## config.mk

```make
export PLATFORM = sky130hd
export DESIGN_NAME = hsv_rgb_led_pwm_driver_flat
export DESIGN_NICKNAME = d
export VERILOG_FILES = /design/src/design/hrpd_pkg.sv /design/src/design/hrpd_if.sv /design/src/design/hsv_rgb_led_pwm_driver.sv /design/src/design/hrpd_useq.sv /design/src/design/hrpd_dpath.sv /design/src/flat_wrapper.sv
export SDC_FILE = /design/constraint.sdc
export NUM_CORES = 1
export LEC_CHECK = 0
export ABC_AREA = 0
export CAP_MARGIN = 20
export CORE_AREA = 5 5 277 144
export DETAILED_ROUTE_END_ITERATION = 12
export DIE_AREA = 0 0 282 149
export DONT_BUFFER_PORTS = 1
export PLACE_DENSITY = 0.77
export SETUP_SLACK_MARGIN = 0.4
export SLEW_MARGIN = 5
export SYNTH_ARGS = -nofsm -noshare
export SYNTH_HDL_FRONTEND = slang
export SYNTH_SLANG_ARGS = --single-unit
```

## constraint.sdc

```tcl
create_clock -name clk -period 18.3 [get_ports clk]
set_input_delay 0.915 -clock clk [delete_from_list [all_inputs] [get_ports clk]]
set_output_delay 0.915 -clock clk [all_outputs]
set_load 0.05 [all_outputs]
```

## src/design/hrpd_pkg.sv

```systemverilog
// Package: shared constants, control word types and microprogram ROM for the HSV/RGB LED driver.
package hrpd_pkg;

	localparam int DUTY_BITS = 12;
	localparam logic [DUTY_BITS-1:0] DUTY_MAX = '1;

	localparam int LVL_W = 8;
	localparam int A_W = LVL_W + DUTY_BITS;
	localparam int B_W = 25;
	localparam int P_W = A_W + B_W;

	// x/255 == (x*M255) >> 32 exactly for x < 2**24
	localparam int M255_SHIFT = 32;
	localparam logic [B_W-1:0] M255 = B_W'((64'd1 << M255_SHIFT) / 64'd255 + 64'd1);
	// x/60 == (x*R60) >> 20 exactly for x < 2**14
	localparam int R60_SHIFT = 20;
	localparam logic [B_W-1:0] R60 = B_W'((64'd1 << R60_SHIFT) / 64'd60 + 64'd1);

	localparam logic [8:0] HUE_WRAP = 9'd360;

	localparam int CFG_IDX_W = 1;
	localparam int CFG_DATA_W = 4;
	localparam logic [CFG_IDX_W-1:0] CFG_COLOR_ORDER = 1'd0;
	localparam logic [CFG_IDX_W-1:0] CFG_CHANNEL_BASE = 1'd1;

	typedef enum logic [2:0] {
		CMD_SET_ALL   = 3'd0,
		CMD_SET_RED   = 3'd1,
		CMD_SET_GREEN = 3'd2,
		CMD_SET_BLUE  = 3'd3,
		CMD_SET_HSV   = 3'd4
	} cmd_t;

	typedef enum logic [2:0] {
		A_ZERO, A_VAL, A_PROD, A_CPROD, A_RED, A_GREEN, A_BLUE
	} a_sel_t;

	typedef enum logic [2:0] {
		B_ZERO, B_SAT, B_M255, B_T, B_R60, B_DMAX
	} b_sel_t;

	typedef enum logic [2:0] {
		ST_NONE, ST_C, ST_X, ST_MIX, ST_DR, ST_DG, ST_DB, ST_OUT
	} st_sel_t;

	typedef enum logic [1:0] {
		JC_NONE, JC_NO_START, JC_NOT_HSV, JC_OUT_BUSY
	} jc_t;

	localparam int STEP_W = 4;
	localparam logic [STEP_W-1:0] STEP_IDLE = 4'd0;
	localparam logic [STEP_W-1:0] STEP_DISPATCH = 4'd1;
	localparam logic [STEP_W-1:0] STEP_DUTY = 4'd8;
	localparam logic [STEP_W-1:0] STEP_OUT = 4'd15;

	typedef struct packed {
		logic              take_in;
		a_sel_t            a_sel;
		b_sel_t            b_sel;
		st_sel_t           st_sel;
		jc_t               jc;
		logic [STEP_W-1:0] target;
	} ctrl_t;

	typedef struct packed {
		logic start;
		logic hsv;
		logic out_free;
	} stat_t;

	// microprogram: one control word per step, 16 steps, last step wraps to idle
	function automatic ctrl_t ucode(input logic [STEP_W-1:0] step);
		ctrl_t w;
		w = '{1'b0, A_ZERO, B_ZERO, ST_NONE, JC_NONE, STEP_IDLE};
		unique case (step)
			4'd0:  w = '{1'b1, A_ZERO,  B_ZERO, ST_NONE, JC_NO_START, STEP_IDLE};
			4'd1:  w = '{1'b0, A_ZERO,  B_ZERO, ST_NONE, JC_NOT_HSV,  STEP_DUTY};
			4'd2:  w = '{1'b0, A_VAL,   B_SAT,  ST_NONE, JC_NONE,     STEP_IDLE};
			4'd3:  w = '{1'b0, A_PROD,  B_M255, ST_NONE, JC_NONE,     STEP_IDLE};
			4'd4:  w = '{1'b0, A_CPROD, B_T,    ST_C,    JC_NONE,     STEP_IDLE};
			4'd5:  w = '{1'b0, A_PROD,  B_R60,  ST_NONE, JC_NONE,     STEP_IDLE};
			4'd6:  w = '{1'b0, A_ZERO,  B_ZERO, ST_X,    JC_NONE,     STEP_IDLE};
			4'd7:  w = '{1'b0, A_ZERO,  B_ZERO, ST_MIX,  JC_NONE,     STEP_IDLE};
			4'd8:  w = '{1'b0, A_RED,   B_DMAX, ST_NONE, JC_NONE,     STEP_IDLE};
			4'd9:  w = '{1'b0, A_PROD,  B_M255, ST_NONE, JC_NONE,     STEP_IDLE};
			4'd10: w = '{1'b0, A_GREEN, B_DMAX, ST_DR,   JC_NONE,     STEP_IDLE};
			4'd11: w = '{1'b0, A_PROD,  B_M255, ST_NONE, JC_NONE,     STEP_IDLE};
			4'd12: w = '{1'b0, A_BLUE,  B_DMAX, ST_DG,   JC_NONE,     STEP_IDLE};
			4'd13: w = '{1'b0, A_PROD,  B_M255, ST_NONE, JC_NONE,     STEP_IDLE};
			4'd14: w = '{1'b0, A_ZERO,  B_ZERO, ST_DB,   JC_NONE,     STEP_IDLE};
			4'd15: w = '{1'b0, A_ZERO,  B_ZERO, ST_OUT,  JC_OUT_BUSY, STEP_OUT};
		endcase
		return w;
	endfunction

endpackage

```

## src/design/hrpd_if.sv

```systemverilog
// Interfaces: command input channel and duty output channel.
interface hrpd_in_if;
	logic       valid;
	logic       ready;
	logic [2:0] command;
	logic [7:0] red_in;
	logic [7:0] green_in;
	logic [7:0] blue_in;
	logic [7:0] level;
	logic [8:0] hue;
	logic [7:0] saturation;
	logic [7:0] brightness;

	modport source (
		output valid, command, red_in, green_in, blue_in, level, hue, saturation, brightness,
		input  ready
	);
	modport sink (
		input  valid, command, red_in, green_in, blue_in, level, hue, saturation, brightness,
		output ready
	);
endinterface

interface hrpd_out_if;
	logic                           valid;
	logic                           ready;
	logic [3:0]                     pwm_channel;
	logic [hrpd_pkg::DUTY_BITS-1:0] first_duty;
	logic [hrpd_pkg::DUTY_BITS-1:0] second_duty;
	logic [hrpd_pkg::DUTY_BITS-1:0] third_duty;

	modport source (
		output valid, pwm_channel, first_duty, second_duty, third_duty,
		input  ready
	);
	modport sink (
		input  valid, pwm_channel, first_duty, second_duty, third_duty,
		output ready
	);
endinterface

```

## src/design/hsv_rgb_led_pwm_driver.sv

```systemverilog
// Top level: HSV/RGB LED level holder with 12-bit PWM duty output.
//
// channel   dir   handshake      payload
// cfg       in    cfg_we         cfg_index, cfg_data
// in_ch     in    valid/ready    command, red_in, green_in, blue_in, level, hue, saturation,
//                                brightness
// out_ch    out   valid/ready    pwm_channel, first_duty, second_duty, third_duty
//
// One item at a time through a 16-word microprogram, one word per cycle, sharing one
// 20x25 multiplier for val*sat/255, C*t/60 and the three level*4095/255 duties.
// HSV items run all 16 steps; other commands skip the conversion steps and run
// 10 steps.
// The last step holds while the output register is full and not taken; once it loads,
// the next item can be taken while that result waits.
// arst_n clears levels, config and the step counter; no clearing pass.
module hsv_rgb_led_pwm_driver (
	input  logic                            clk,
	input  logic                            arst_n,
	input  logic                            cfg_we,
	input  logic [hrpd_pkg::CFG_IDX_W-1:0]  cfg_index,
	input  logic [hrpd_pkg::CFG_DATA_W-1:0] cfg_data,
	hrpd_in_if.sink                         in_ch,
	hrpd_out_if.source                      out_ch
);

	hrpd_pkg::ctrl_t ctrl;
	hrpd_pkg::stat_t stat;

	hrpd_useq u_useq (
		.clk    (clk),
		.arst_n (arst_n),
		.stat   (stat),
		.ctrl   (ctrl)
	);

	hrpd_dpath u_dpath (
		.clk       (clk),
		.arst_n    (arst_n),
		.cfg_we    (cfg_we),
		.cfg_index (cfg_index),
		.cfg_data  (cfg_data),
		.ctrl      (ctrl),
		.stat      (stat),
		.in_ch     (in_ch),
		.out_ch    (out_ch)
	);

endmodule

```

## src/design/hrpd_useq.sv

```systemverilog
// Microsequencer: step counter, control ROM and conditional jumps.
module hrpd_useq (
	input  logic            clk,
	input  logic            arst_n,
	input  hrpd_pkg::stat_t stat,
	output hrpd_pkg::ctrl_t ctrl
);

	logic [hrpd_pkg::STEP_W-1:0] step_q;
	logic [hrpd_pkg::STEP_W-1:0] step_d;
	logic                        jump;

	assign ctrl = hrpd_pkg::ucode(step_q);

	always_comb begin
		unique case (ctrl.jc)
			hrpd_pkg::JC_NONE:     jump = 1'b0;
			hrpd_pkg::JC_NO_START: jump = !stat.start;
			hrpd_pkg::JC_NOT_HSV:  jump = !stat.hsv;
			hrpd_pkg::JC_OUT_BUSY: jump = !stat.out_free;
			default:               jump = 1'b0;
		endcase
		step_d = jump ? ctrl.target : hrpd_pkg::STEP_W'(step_q + 1'b1);
	end

	always_ff @(posedge clk or negedge arst_n) begin
		if (!arst_n) begin
			step_q <= hrpd_pkg::STEP_IDLE;
		end else begin
			step_q <= step_d;
		end
	end

	a_start: assert property (@(posedge clk) disable iff (!arst_n)
		stat.start |=> step_q == hrpd_pkg::STEP_DISPATCH)
		else $error("transfer did not start the program");

	a_skip: assert property (@(posedge clk) disable iff (!arst_n)
		(step_q == hrpd_pkg::STEP_DISPATCH && !stat.hsv) |=> step_q == hrpd_pkg::STEP_DUTY)
		else $error("non-HSV command ran conversion steps");

	a_hold: assert property (@(posedge clk) disable iff (!arst_n)
		(step_q == hrpd_pkg::STEP_OUT && !stat.out_free) |=> step_q == hrpd_pkg::STEP_OUT)
		else $error("left output step while output busy");

endmodule

```

## src/design/hrpd_dpath.sv

```systemverilog
// Datapath: level registers, config, shared multiplier, HSV mix and output register.
module hrpd_dpath (
	input  logic                               clk,
	input  logic                               arst_n,
	input  logic                               cfg_we,
	input  logic [hrpd_pkg::CFG_IDX_W-1:0]     cfg_index,
	input  logic [hrpd_pkg::CFG_DATA_W-1:0]    cfg_data,
	input  hrpd_pkg::ctrl_t                    ctrl,
	output hrpd_pkg::stat_t                    stat,
	hrpd_in_if.sink                            in_ch,
	hrpd_out_if.source                         out_ch
);

	logic       order_q;
	logic [3:0] base_q;
	logic [7:0] red_q, green_q, blue_q;
	logic       hsv_q;

	logic [7:0] val_q, sat_q, c_q, x_q;
	logic [2:0] sector_q;
	logic [5:0] t_q;

	logic [hrpd_pkg::P_W-1:0]       prod_q;
	logic [hrpd_pkg::DUTY_BITS-1:0] dr_q, dg_q, db_q;
	logic                           out_valid_q;

	logic                     start, out_free;
	logic [8:0]               hue_w, base60;
	logic [2:0]               sector;
	logic [5:0]               r60, t;
	logic [hrpd_pkg::A_W-1:0] a_op;
	logic [hrpd_pkg::B_W-1:0] b_op;
	logic [7:0]               m, mix_r, mix_g, mix_b;

	assign start = in_ch.valid && in_ch.ready;
	assign out_free = !out_valid_q || out_ch.ready;
	assign in_ch.ready = ctrl.take_in;
	assign out_ch.valid = out_valid_q;
	assign stat = '{start: start, hsv: hsv_q, out_free: out_free};

	// hue wrap, sector and distance-from-edge term
	always_comb begin
		hue_w = (in_ch.hue >= hrpd_pkg::HUE_WRAP) ? 9'(in_ch.hue - hrpd_pkg::HUE_WRAP) : in_ch.hue;
		priority if (hue_w >= 9'd300) sector = 3'd5;
		else if (hue_w >= 9'd240) sector = 3'd4;
		else if (hue_w >= 9'd180) sector = 3'd3;
		else if (hue_w >= 9'd120) sector = 3'd2;
		else if (hue_w >= 9'd60) sector = 3'd1;
		else sector = 3'd0;
		unique case (sector)
			3'd0:    base60 = 9'd0;
			3'd1:    base60 = 9'd60;
			3'd2:    base60 = 9'd120;
			3'd3:    base60 = 9'd180;
			3'd4:    base60 = 9'd240;
			default: base60 = 9'd300;
		endcase
		r60 = 6'(hue_w - base60);
		t = sector[0] ? 6'(6'd60 - r60) : r60;
	end

	always_comb begin
		unique case (ctrl.a_sel)
			hrpd_pkg::A_VAL:   a_op = hrpd_pkg::A_W'(val_q);
			hrpd_pkg::A_PROD:  a_op = prod_q[hrpd_pkg::A_W-1:0];
			hrpd_pkg::A_CPROD: a_op = hrpd_pkg::A_W'(prod_q[hrpd_pkg::M255_SHIFT +: 8]);
			hrpd_pkg::A_RED:   a_op = hrpd_pkg::A_W'(red_q);
			hrpd_pkg::A_GREEN: a_op = hrpd_pkg::A_W'(green_q);
			hrpd_pkg::A_BLUE:  a_op = hrpd_pkg::A_W'(blue_q);
			default:           a_op = '0;
		endcase
		unique case (ctrl.b_sel)
			hrpd_pkg::B_SAT:  b_op = hrpd_pkg::B_W'(sat_q);
			hrpd_pkg::B_M255: b_op = hrpd_pkg::M255;
			hrpd_pkg::B_T:    b_op = hrpd_pkg::B_W'(t_q);
			hrpd_pkg::B_R60:  b_op = hrpd_pkg::R60;
			hrpd_pkg::B_DMAX: b_op = hrpd_pkg::B_W'(hrpd_pkg::DUTY_MAX);
			default:          b_op = '0;
		endcase
	end

	always_comb begin
		m = 8'(val_q - c_q);
		unique case (sector_q)
			3'd0:    begin mix_r = c_q;  mix_g = x_q;  mix_b = 8'd0; end
			3'd1:    begin mix_r = x_q;  mix_g = c_q;  mix_b = 8'd0; end
			3'd2:    begin mix_r = 8'd0; mix_g = c_q;  mix_b = x_q;  end
			3'd3:    begin mix_r = 8'd0; mix_g = x_q;  mix_b = c_q;  end
			3'd4:    begin mix_r = x_q;  mix_g = 8'd0; mix_b = c_q;  end
			default: begin mix_r = c_q;  mix_g = 8'd0; mix_b = x_q;  end
		endcase
	end

	always_ff @(posedge clk or negedge arst_n) begin
		if (!arst_n) begin
			order_q <= 1'b0;
			base_q <= 4'd0;
			red_q <= 8'd0;
			green_q <= 8'd0;
			blue_q <= 8'd0;
			hsv_q <= 1'b0;
			out_valid_q <= 1'b0;
		end else begin
			if (cfg_we) begin
				unique case (cfg_index)
					hrpd_pkg::CFG_COLOR_ORDER:  order_q <= cfg_data[0];
					hrpd_pkg::CFG_CHANNEL_BASE: base_q <= cfg_data[3:0];
					default: ;
				endcase
			end
			if (start) begin
				hsv_q <= (hrpd_pkg::cmd_t'(in_ch.command) == hrpd_pkg::CMD_SET_HSV);
				unique case (hrpd_pkg::cmd_t'(in_ch.command))
					hrpd_pkg::CMD_SET_ALL: begin
						red_q <= in_ch.red_in;
						green_q <= in_ch.green_in;
						blue_q <= in_ch.blue_in;
					end
					hrpd_pkg::CMD_SET_RED:   red_q <= in_ch.level;
					hrpd_pkg::CMD_SET_GREEN: green_q <= in_ch.level;
					hrpd_pkg::CMD_SET_BLUE:  blue_q <= in_ch.level;
					default: ;
				endcase
			end else if (ctrl.st_sel == hrpd_pkg::ST_MIX) begin
				red_q <= 8'(mix_r + m);
				green_q <= 8'(mix_g + m);
				blue_q <= 8'(mix_b + m);
			end
			if (ctrl.st_sel == hrpd_pkg::ST_OUT && out_free) begin
				out_valid_q <= 1'b1;
			end else if (out_ch.ready) begin
				out_valid_q <= 1'b0;
			end
		end
	end

	always_ff @(posedge clk) begin
		prod_q <= hrpd_pkg::P_W'(a_op) * hrpd_pkg::P_W'(b_op);
		if (start) begin
			val_q <= in_ch.brightness;
			sat_q <= in_ch.saturation;
			sector_q <= sector;
			t_q <= t;
		end
		unique case (ctrl.st_sel)
			hrpd_pkg::ST_C:  c_q <= prod_q[hrpd_pkg::M255_SHIFT +: 8];
			hrpd_pkg::ST_X:  x_q <= prod_q[hrpd_pkg::R60_SHIFT +: 8];
			hrpd_pkg::ST_DR: dr_q <= prod_q[hrpd_pkg::M255_SHIFT +: hrpd_pkg::DUTY_BITS];
			hrpd_pkg::ST_DG: dg_q <= prod_q[hrpd_pkg::M255_SHIFT +: hrpd_pkg::DUTY_BITS];
			hrpd_pkg::ST_DB: db_q <= prod_q[hrpd_pkg::M255_SHIFT +: hrpd_pkg::DUTY_BITS];
			default: ;
		endcase
		if (ctrl.st_sel == hrpd_pkg::ST_OUT && out_free) begin
			out_ch.pwm_channel <= base_q;
			out_ch.first_duty <= order_q ? dr_q : dg_q;
			out_ch.second_duty <= order_q ? dg_q : dr_q;
			out_ch.third_duty <= db_q;
		end
	end

	a_mix_range: assert property (@(posedge clk) disable iff (!arst_n)
		(ctrl.st_sel == hrpd_pkg::ST_MIX) |-> (c_q <= val_q && x_q <= c_q))
		else $error("chroma terms out of range at mix");

	a_out_load: assert property (@(posedge clk) disable iff (!arst_n)
		(ctrl.st_sel == hrpd_pkg::ST_OUT && out_free) |=> out_valid_q)
		else $error("result not loaded into output register");

endmodule

```

## src/flat_wrapper.sv

```systemverilog
// flat-port wrapper written by rule: the top's interface ports become plain ports
module hsv_rgb_led_pwm_driver_flat 
  (clk, arst_n, cfg_we, cfg_index, cfg_data, in_ch_valid, in_ch_command, in_ch_red_in, in_ch_green_in, in_ch_blue_in, in_ch_level, in_ch_hue, in_ch_saturation, in_ch_brightness, in_ch_ready, out_ch_valid, out_ch_pwm_channel, out_ch_first_duty, out_ch_second_duty, out_ch_third_duty, out_ch_ready);
  hrpd_in_if in_ch_i ();
  hrpd_out_if out_ch_i ();
  input  logic clk;
  input  logic arst_n;
  input  logic cfg_we;
  input  logic [hrpd_pkg::CFG_IDX_W-1:0] cfg_index;
  input  logic [hrpd_pkg::CFG_DATA_W-1:0] cfg_data;
  input wire logic [$bits(in_ch_i.valid)-1:0] in_ch_valid;
  input wire logic [$bits(in_ch_i.command)-1:0] in_ch_command;
  input wire logic [$bits(in_ch_i.red_in)-1:0] in_ch_red_in;
  input wire logic [$bits(in_ch_i.green_in)-1:0] in_ch_green_in;
  input wire logic [$bits(in_ch_i.blue_in)-1:0] in_ch_blue_in;
  input wire logic [$bits(in_ch_i.level)-1:0] in_ch_level;
  input wire logic [$bits(in_ch_i.hue)-1:0] in_ch_hue;
  input wire logic [$bits(in_ch_i.saturation)-1:0] in_ch_saturation;
  input wire logic [$bits(in_ch_i.brightness)-1:0] in_ch_brightness;
  output wire logic [$bits(in_ch_i.ready)-1:0] in_ch_ready;
  output wire logic [$bits(out_ch_i.valid)-1:0] out_ch_valid;
  output wire logic [$bits(out_ch_i.pwm_channel)-1:0] out_ch_pwm_channel;
  output wire logic [$bits(out_ch_i.first_duty)-1:0] out_ch_first_duty;
  output wire logic [$bits(out_ch_i.second_duty)-1:0] out_ch_second_duty;
  output wire logic [$bits(out_ch_i.third_duty)-1:0] out_ch_third_duty;
  input wire logic [$bits(out_ch_i.ready)-1:0] out_ch_ready;
  assign in_ch_i.valid = in_ch_valid;
  assign in_ch_i.command = in_ch_command;
  assign in_ch_i.red_in = in_ch_red_in;
  assign in_ch_i.green_in = in_ch_green_in;
  assign in_ch_i.blue_in = in_ch_blue_in;
  assign in_ch_i.level = in_ch_level;
  assign in_ch_i.hue = in_ch_hue;
  assign in_ch_i.saturation = in_ch_saturation;
  assign in_ch_i.brightness = in_ch_brightness;
  assign in_ch_ready = in_ch_i.ready;
  assign out_ch_valid = out_ch_i.valid;
  assign out_ch_pwm_channel = out_ch_i.pwm_channel;
  assign out_ch_first_duty = out_ch_i.first_duty;
  assign out_ch_second_duty = out_ch_i.second_duty;
  assign out_ch_third_duty = out_ch_i.third_duty;
  assign out_ch_i.ready = out_ch_ready;
  hsv_rgb_led_pwm_driver u_core (.clk(clk), .arst_n(arst_n), .cfg_we(cfg_we), .cfg_index(cfg_index), .cfg_data(cfg_data), .in_ch(in_ch_i), .out_ch(out_ch_i));
endmodule
```

==> summary.md <==
| Metric | Value |
|---|---|
| Synth top area cells | fa_1, edfxtp_1, ha_1 |
| Vias in the first global route | 15300 |
| Die Ht | 149 um |
| Core Box Area | 0.0370 mm2 |
| 1st-pass router iterations | 7 |
| Mapped Area | 0.0201 mm2 |
| Post-CTS resize count | 0 |
| Clk buf depth | 2 |
| Register area share after synthesis | 0.259 |
| Worst-margin pin slew | 1.15 ns |
| R2R depth | 27 |
| Cell repeated most along the worst path | fa_1 |
| CTS H-tree depth | 4 |
| Die ar. | 0.0420 mm2 |
| # setup viols final | 0 |
| Grt total ovfl | 0 |
| Die Span X | 282 um |
| Clk_skew | 0.0269 ns |
| GPL Wtd Cong | 1.01 |
| Critical path depth | 27 |
| Syn_area_per_cell | 9.71 um2 |
| Endpoint class of the critical path | flop |
| FF-to-FF Start | u_core.u_useq.step_q[0] |
| Total number of vias | 15100 |
| CTS Sinks | 192 |
| Kind of critical path | reg2reg |
| Main synth FF type | edfxtp_1 |
| CTS Buf Count | 17 |
| Layout cells sized above 1 | 0.0557 |
| Wire per inst | 21.7 um |
| HPWL after DPL | 47.8 mm |
| Postcts setup bufs | 0 |
| Routed Antenna Nets | 0 |
| Max stage delay on crit path | 0.69 ns |
| Hold_buf cts | 0 |
| Hold Crit Class | in2async |
| CP max-delay cell | a211oi_2 |
| GRT Total Usage | 0.277 |
| Fraction of synthesis flops using an asynchronous set or reset pin | 0.182 |
| Cell variety after synth | 84 |
| Maximum clock frequency | 104 MHz |
| Pin count of the biggest net entering global routing | 53 |
| CP bufs+invs | 5 |
| Normalized max-slew margin | 0.229 |
| Clock-pin slew on the worst setup and hold paths | 0.10 ns |
| Arr. time, crit path | 9.91 ns |
| Fin. Hold Viols | 0 |
| Commonest non-fill, non-tap cell in the layout | inv_1 |
| Synth Register Bits | 192 |
| Final worst path period share | 0.524 |
| Layout Cells excl Fill | 2634 |
| Top Family by Delay on Critical Path | adder cells |
| Startpoint types | flop |
| Num rows | 50 |
| Max-cap viol count | 0 |
| Status | completed |
| First-pass GRT wire length | 88.6 mm |
| I/O Buffers | 0 |
| Reg-to-reg slack, setup | 8.71 ns |
| Met1 usage in global routing | 0.423 |
| Post-synth EDFFs | 117 |
| Met2 Resource Use GR | 0.361 |
| Inst Count DP | 2598 |
| Util after Layout | 0.583 |
| Synth Instances | 2066 |
| CP required | 18.62 ns |
| RR Endpoint | u_core.u_dpath.prod_q[40] |
| Most frequent cells in the layout | inv_1, fa_1, ha_1, nand2_1, edfxtp_1 |
| Vias per cell | 5.74 |
| Synth top area share | 0.224 |
| Synth warn | 0 |
| Peak fanout along the critical path | 16 |
| Top cell type by total area after synthesis | fa_1 |
| Residual DRC | 0 |
| Initial antenna violation count | 2 |
| Clk Latency, worst-skew pair | 0.46 ns |
| GRT Max-Usage Layer | met1 |
| CTS tree | yes |
| Min Clock Period, post-route | 9.59 ns |
| Initial Utilization | 0.542 |
| GRT met3 Usage | 0.130 |
| Clk root buf | clkbuf_16 |
| Unrepaired setup endpoints after global routing | false |
| Layout net count | 2634 |
| Starting DRC count in detailed routing | 1985 |
| Drt total wl | 57.3 mm |
| Area Overhead vs Synth | 7.42% |
| Setup TNS | 0 ns |
| Max-slew violations | 0 |
| IO Count | 112 |
==> worst reg2reg max path: stages (launching register included) <==
cell	delay (ns)
dfrtp_1	0.51
inv_1	0.14
ha_1	0.29
mux2_2	0.20
nand2_1	0.05
o21ai_1	0.47
nand2b_1	0.68
nor3_2	0.34
buf_4	0.31
nand2_1	0.28
fa_1	0.56
inv_1	0.05
fa_1	0.47
fa_1	0.50
fa_1	0.55
inv_1	0.05
fa_1	0.48
inv_1	0.05
fa_1	0.46
fa_1	0.41
ha_1	0.38
and3_1	0.23
a31o_2	0.24
o41ai_1	0.57
nor3_1	0.12
a211oi_2	0.69
o32ai_1	0.22
xor2_1	0.18
==> layer usage <==
layer,wire length [um],up-vias,share of wire
met2,22000,719,0.39
met1,26600,7511,0.46
met4,469,6,0.0082
li1,-,6841,-
met5,244,-,0.0043
met3,7890,51,0.14
==> cells in the mapped netlist (all sizes together) (20+ instances only) <==
library cell	number
nand3	21
dfxtp	40
o21ai	79
mux2i	33
edfxtp	117
ha	215
mux2	39
nor2	107
inv	434
dfrtp	35
a21o	22
fa	224
xnor2	44
a21oi	87
nand2	196
and2	31
clkbuf	38
xor2	20
nor3	32
==> cell type report <==
class	count	area, um2
Timing Repair Buffer	21	153
Multi-Input combinational cell	1458	13300
Antenna cell	2	5.00
Tap cell	494	618
Inverter	435	1630
Clock buffer	17	425
Sequential cell	192	5190
Clock inverter	15	203
Fill cell	3164	15400
==> per-stage QoR <==
stage / setup slack (ns) / cell area (um2) / hold slack [ns]
after global placement: 9.09 / 20900 / 0.391
final: 8.71 / 21500 / 0.141
after detailed placement: 8.88 / 20900 / 0.391
after CTS: 8.79 / 21500 / 0.116
after floorplan: 10.43 / 20300 / 0.386
after global routing: 8.24 / 21500 / 0.118
==> registers in the layout, indices dropped and copies added (netlist names), 6 cells and up <==
register,flops
u_core.u_dpath.db_q,12
u_core.u_dpath.out_ch.third_duty,12
u_core.u_dpath.red_q,8
u_core.u_dpath.sat_q,8
u_core.u_dpath.dg_q,12
u_core.u_dpath.dr_q,12
u_core.u_dpath.x_q,8
u_core.u_dpath.prod_q,40
u_core.u_dpath.out_ch.first_duty,12
u_core.u_dpath.c_q,8
u_core.u_dpath.blue_q,8
u_core.u_dpath.out_ch.second_duty,12
u_core.u_dpath.green_q,8
u_core.u_dpath.t_q,6
u_core.u_dpath.val_q,8
==> worst max-delay path by stage <==
stage	endpoint	slack [ns]	startpoint
after floorplan	u_core.u_dpath.prod_q[40]	10.43	u_core.u_useq.step_q[0]
after global placement	u_core.u_dpath.prod_q[40]	9.09	u_core.u_useq.step_q[0]
after detailed placement	u_core.u_dpath.prod_q[40]	8.88	u_core.u_useq.step_q[0]
after CTS	u_core.u_dpath.prod_q[40]	8.79	u_core.u_useq.step_q[0]
after global routing	u_core.u_dpath.prod_q[36]	8.24	u_core.u_useq.step_q[0]
final	u_core.u_dpath.prod_q[40]	8.71	u_core.u_useq.step_q[0]
==> cell families after synthesis <==
logic type      after synthesis  share of synthesized area
compound gates              338                      0.116
simple gates                472                      0.108
fa+ha+maj                   439                      0.358
mux                          73                     0.0397
xor+xnor                     64                     0.0279
flops                       192                      0.259
other cells                   2                   0.000374
buf+inv                     486                     0.0914
Power is left out: the tool's default activity adds up to more than one toggle a clock period on the data nets, which glitch-free logic cannot reach.
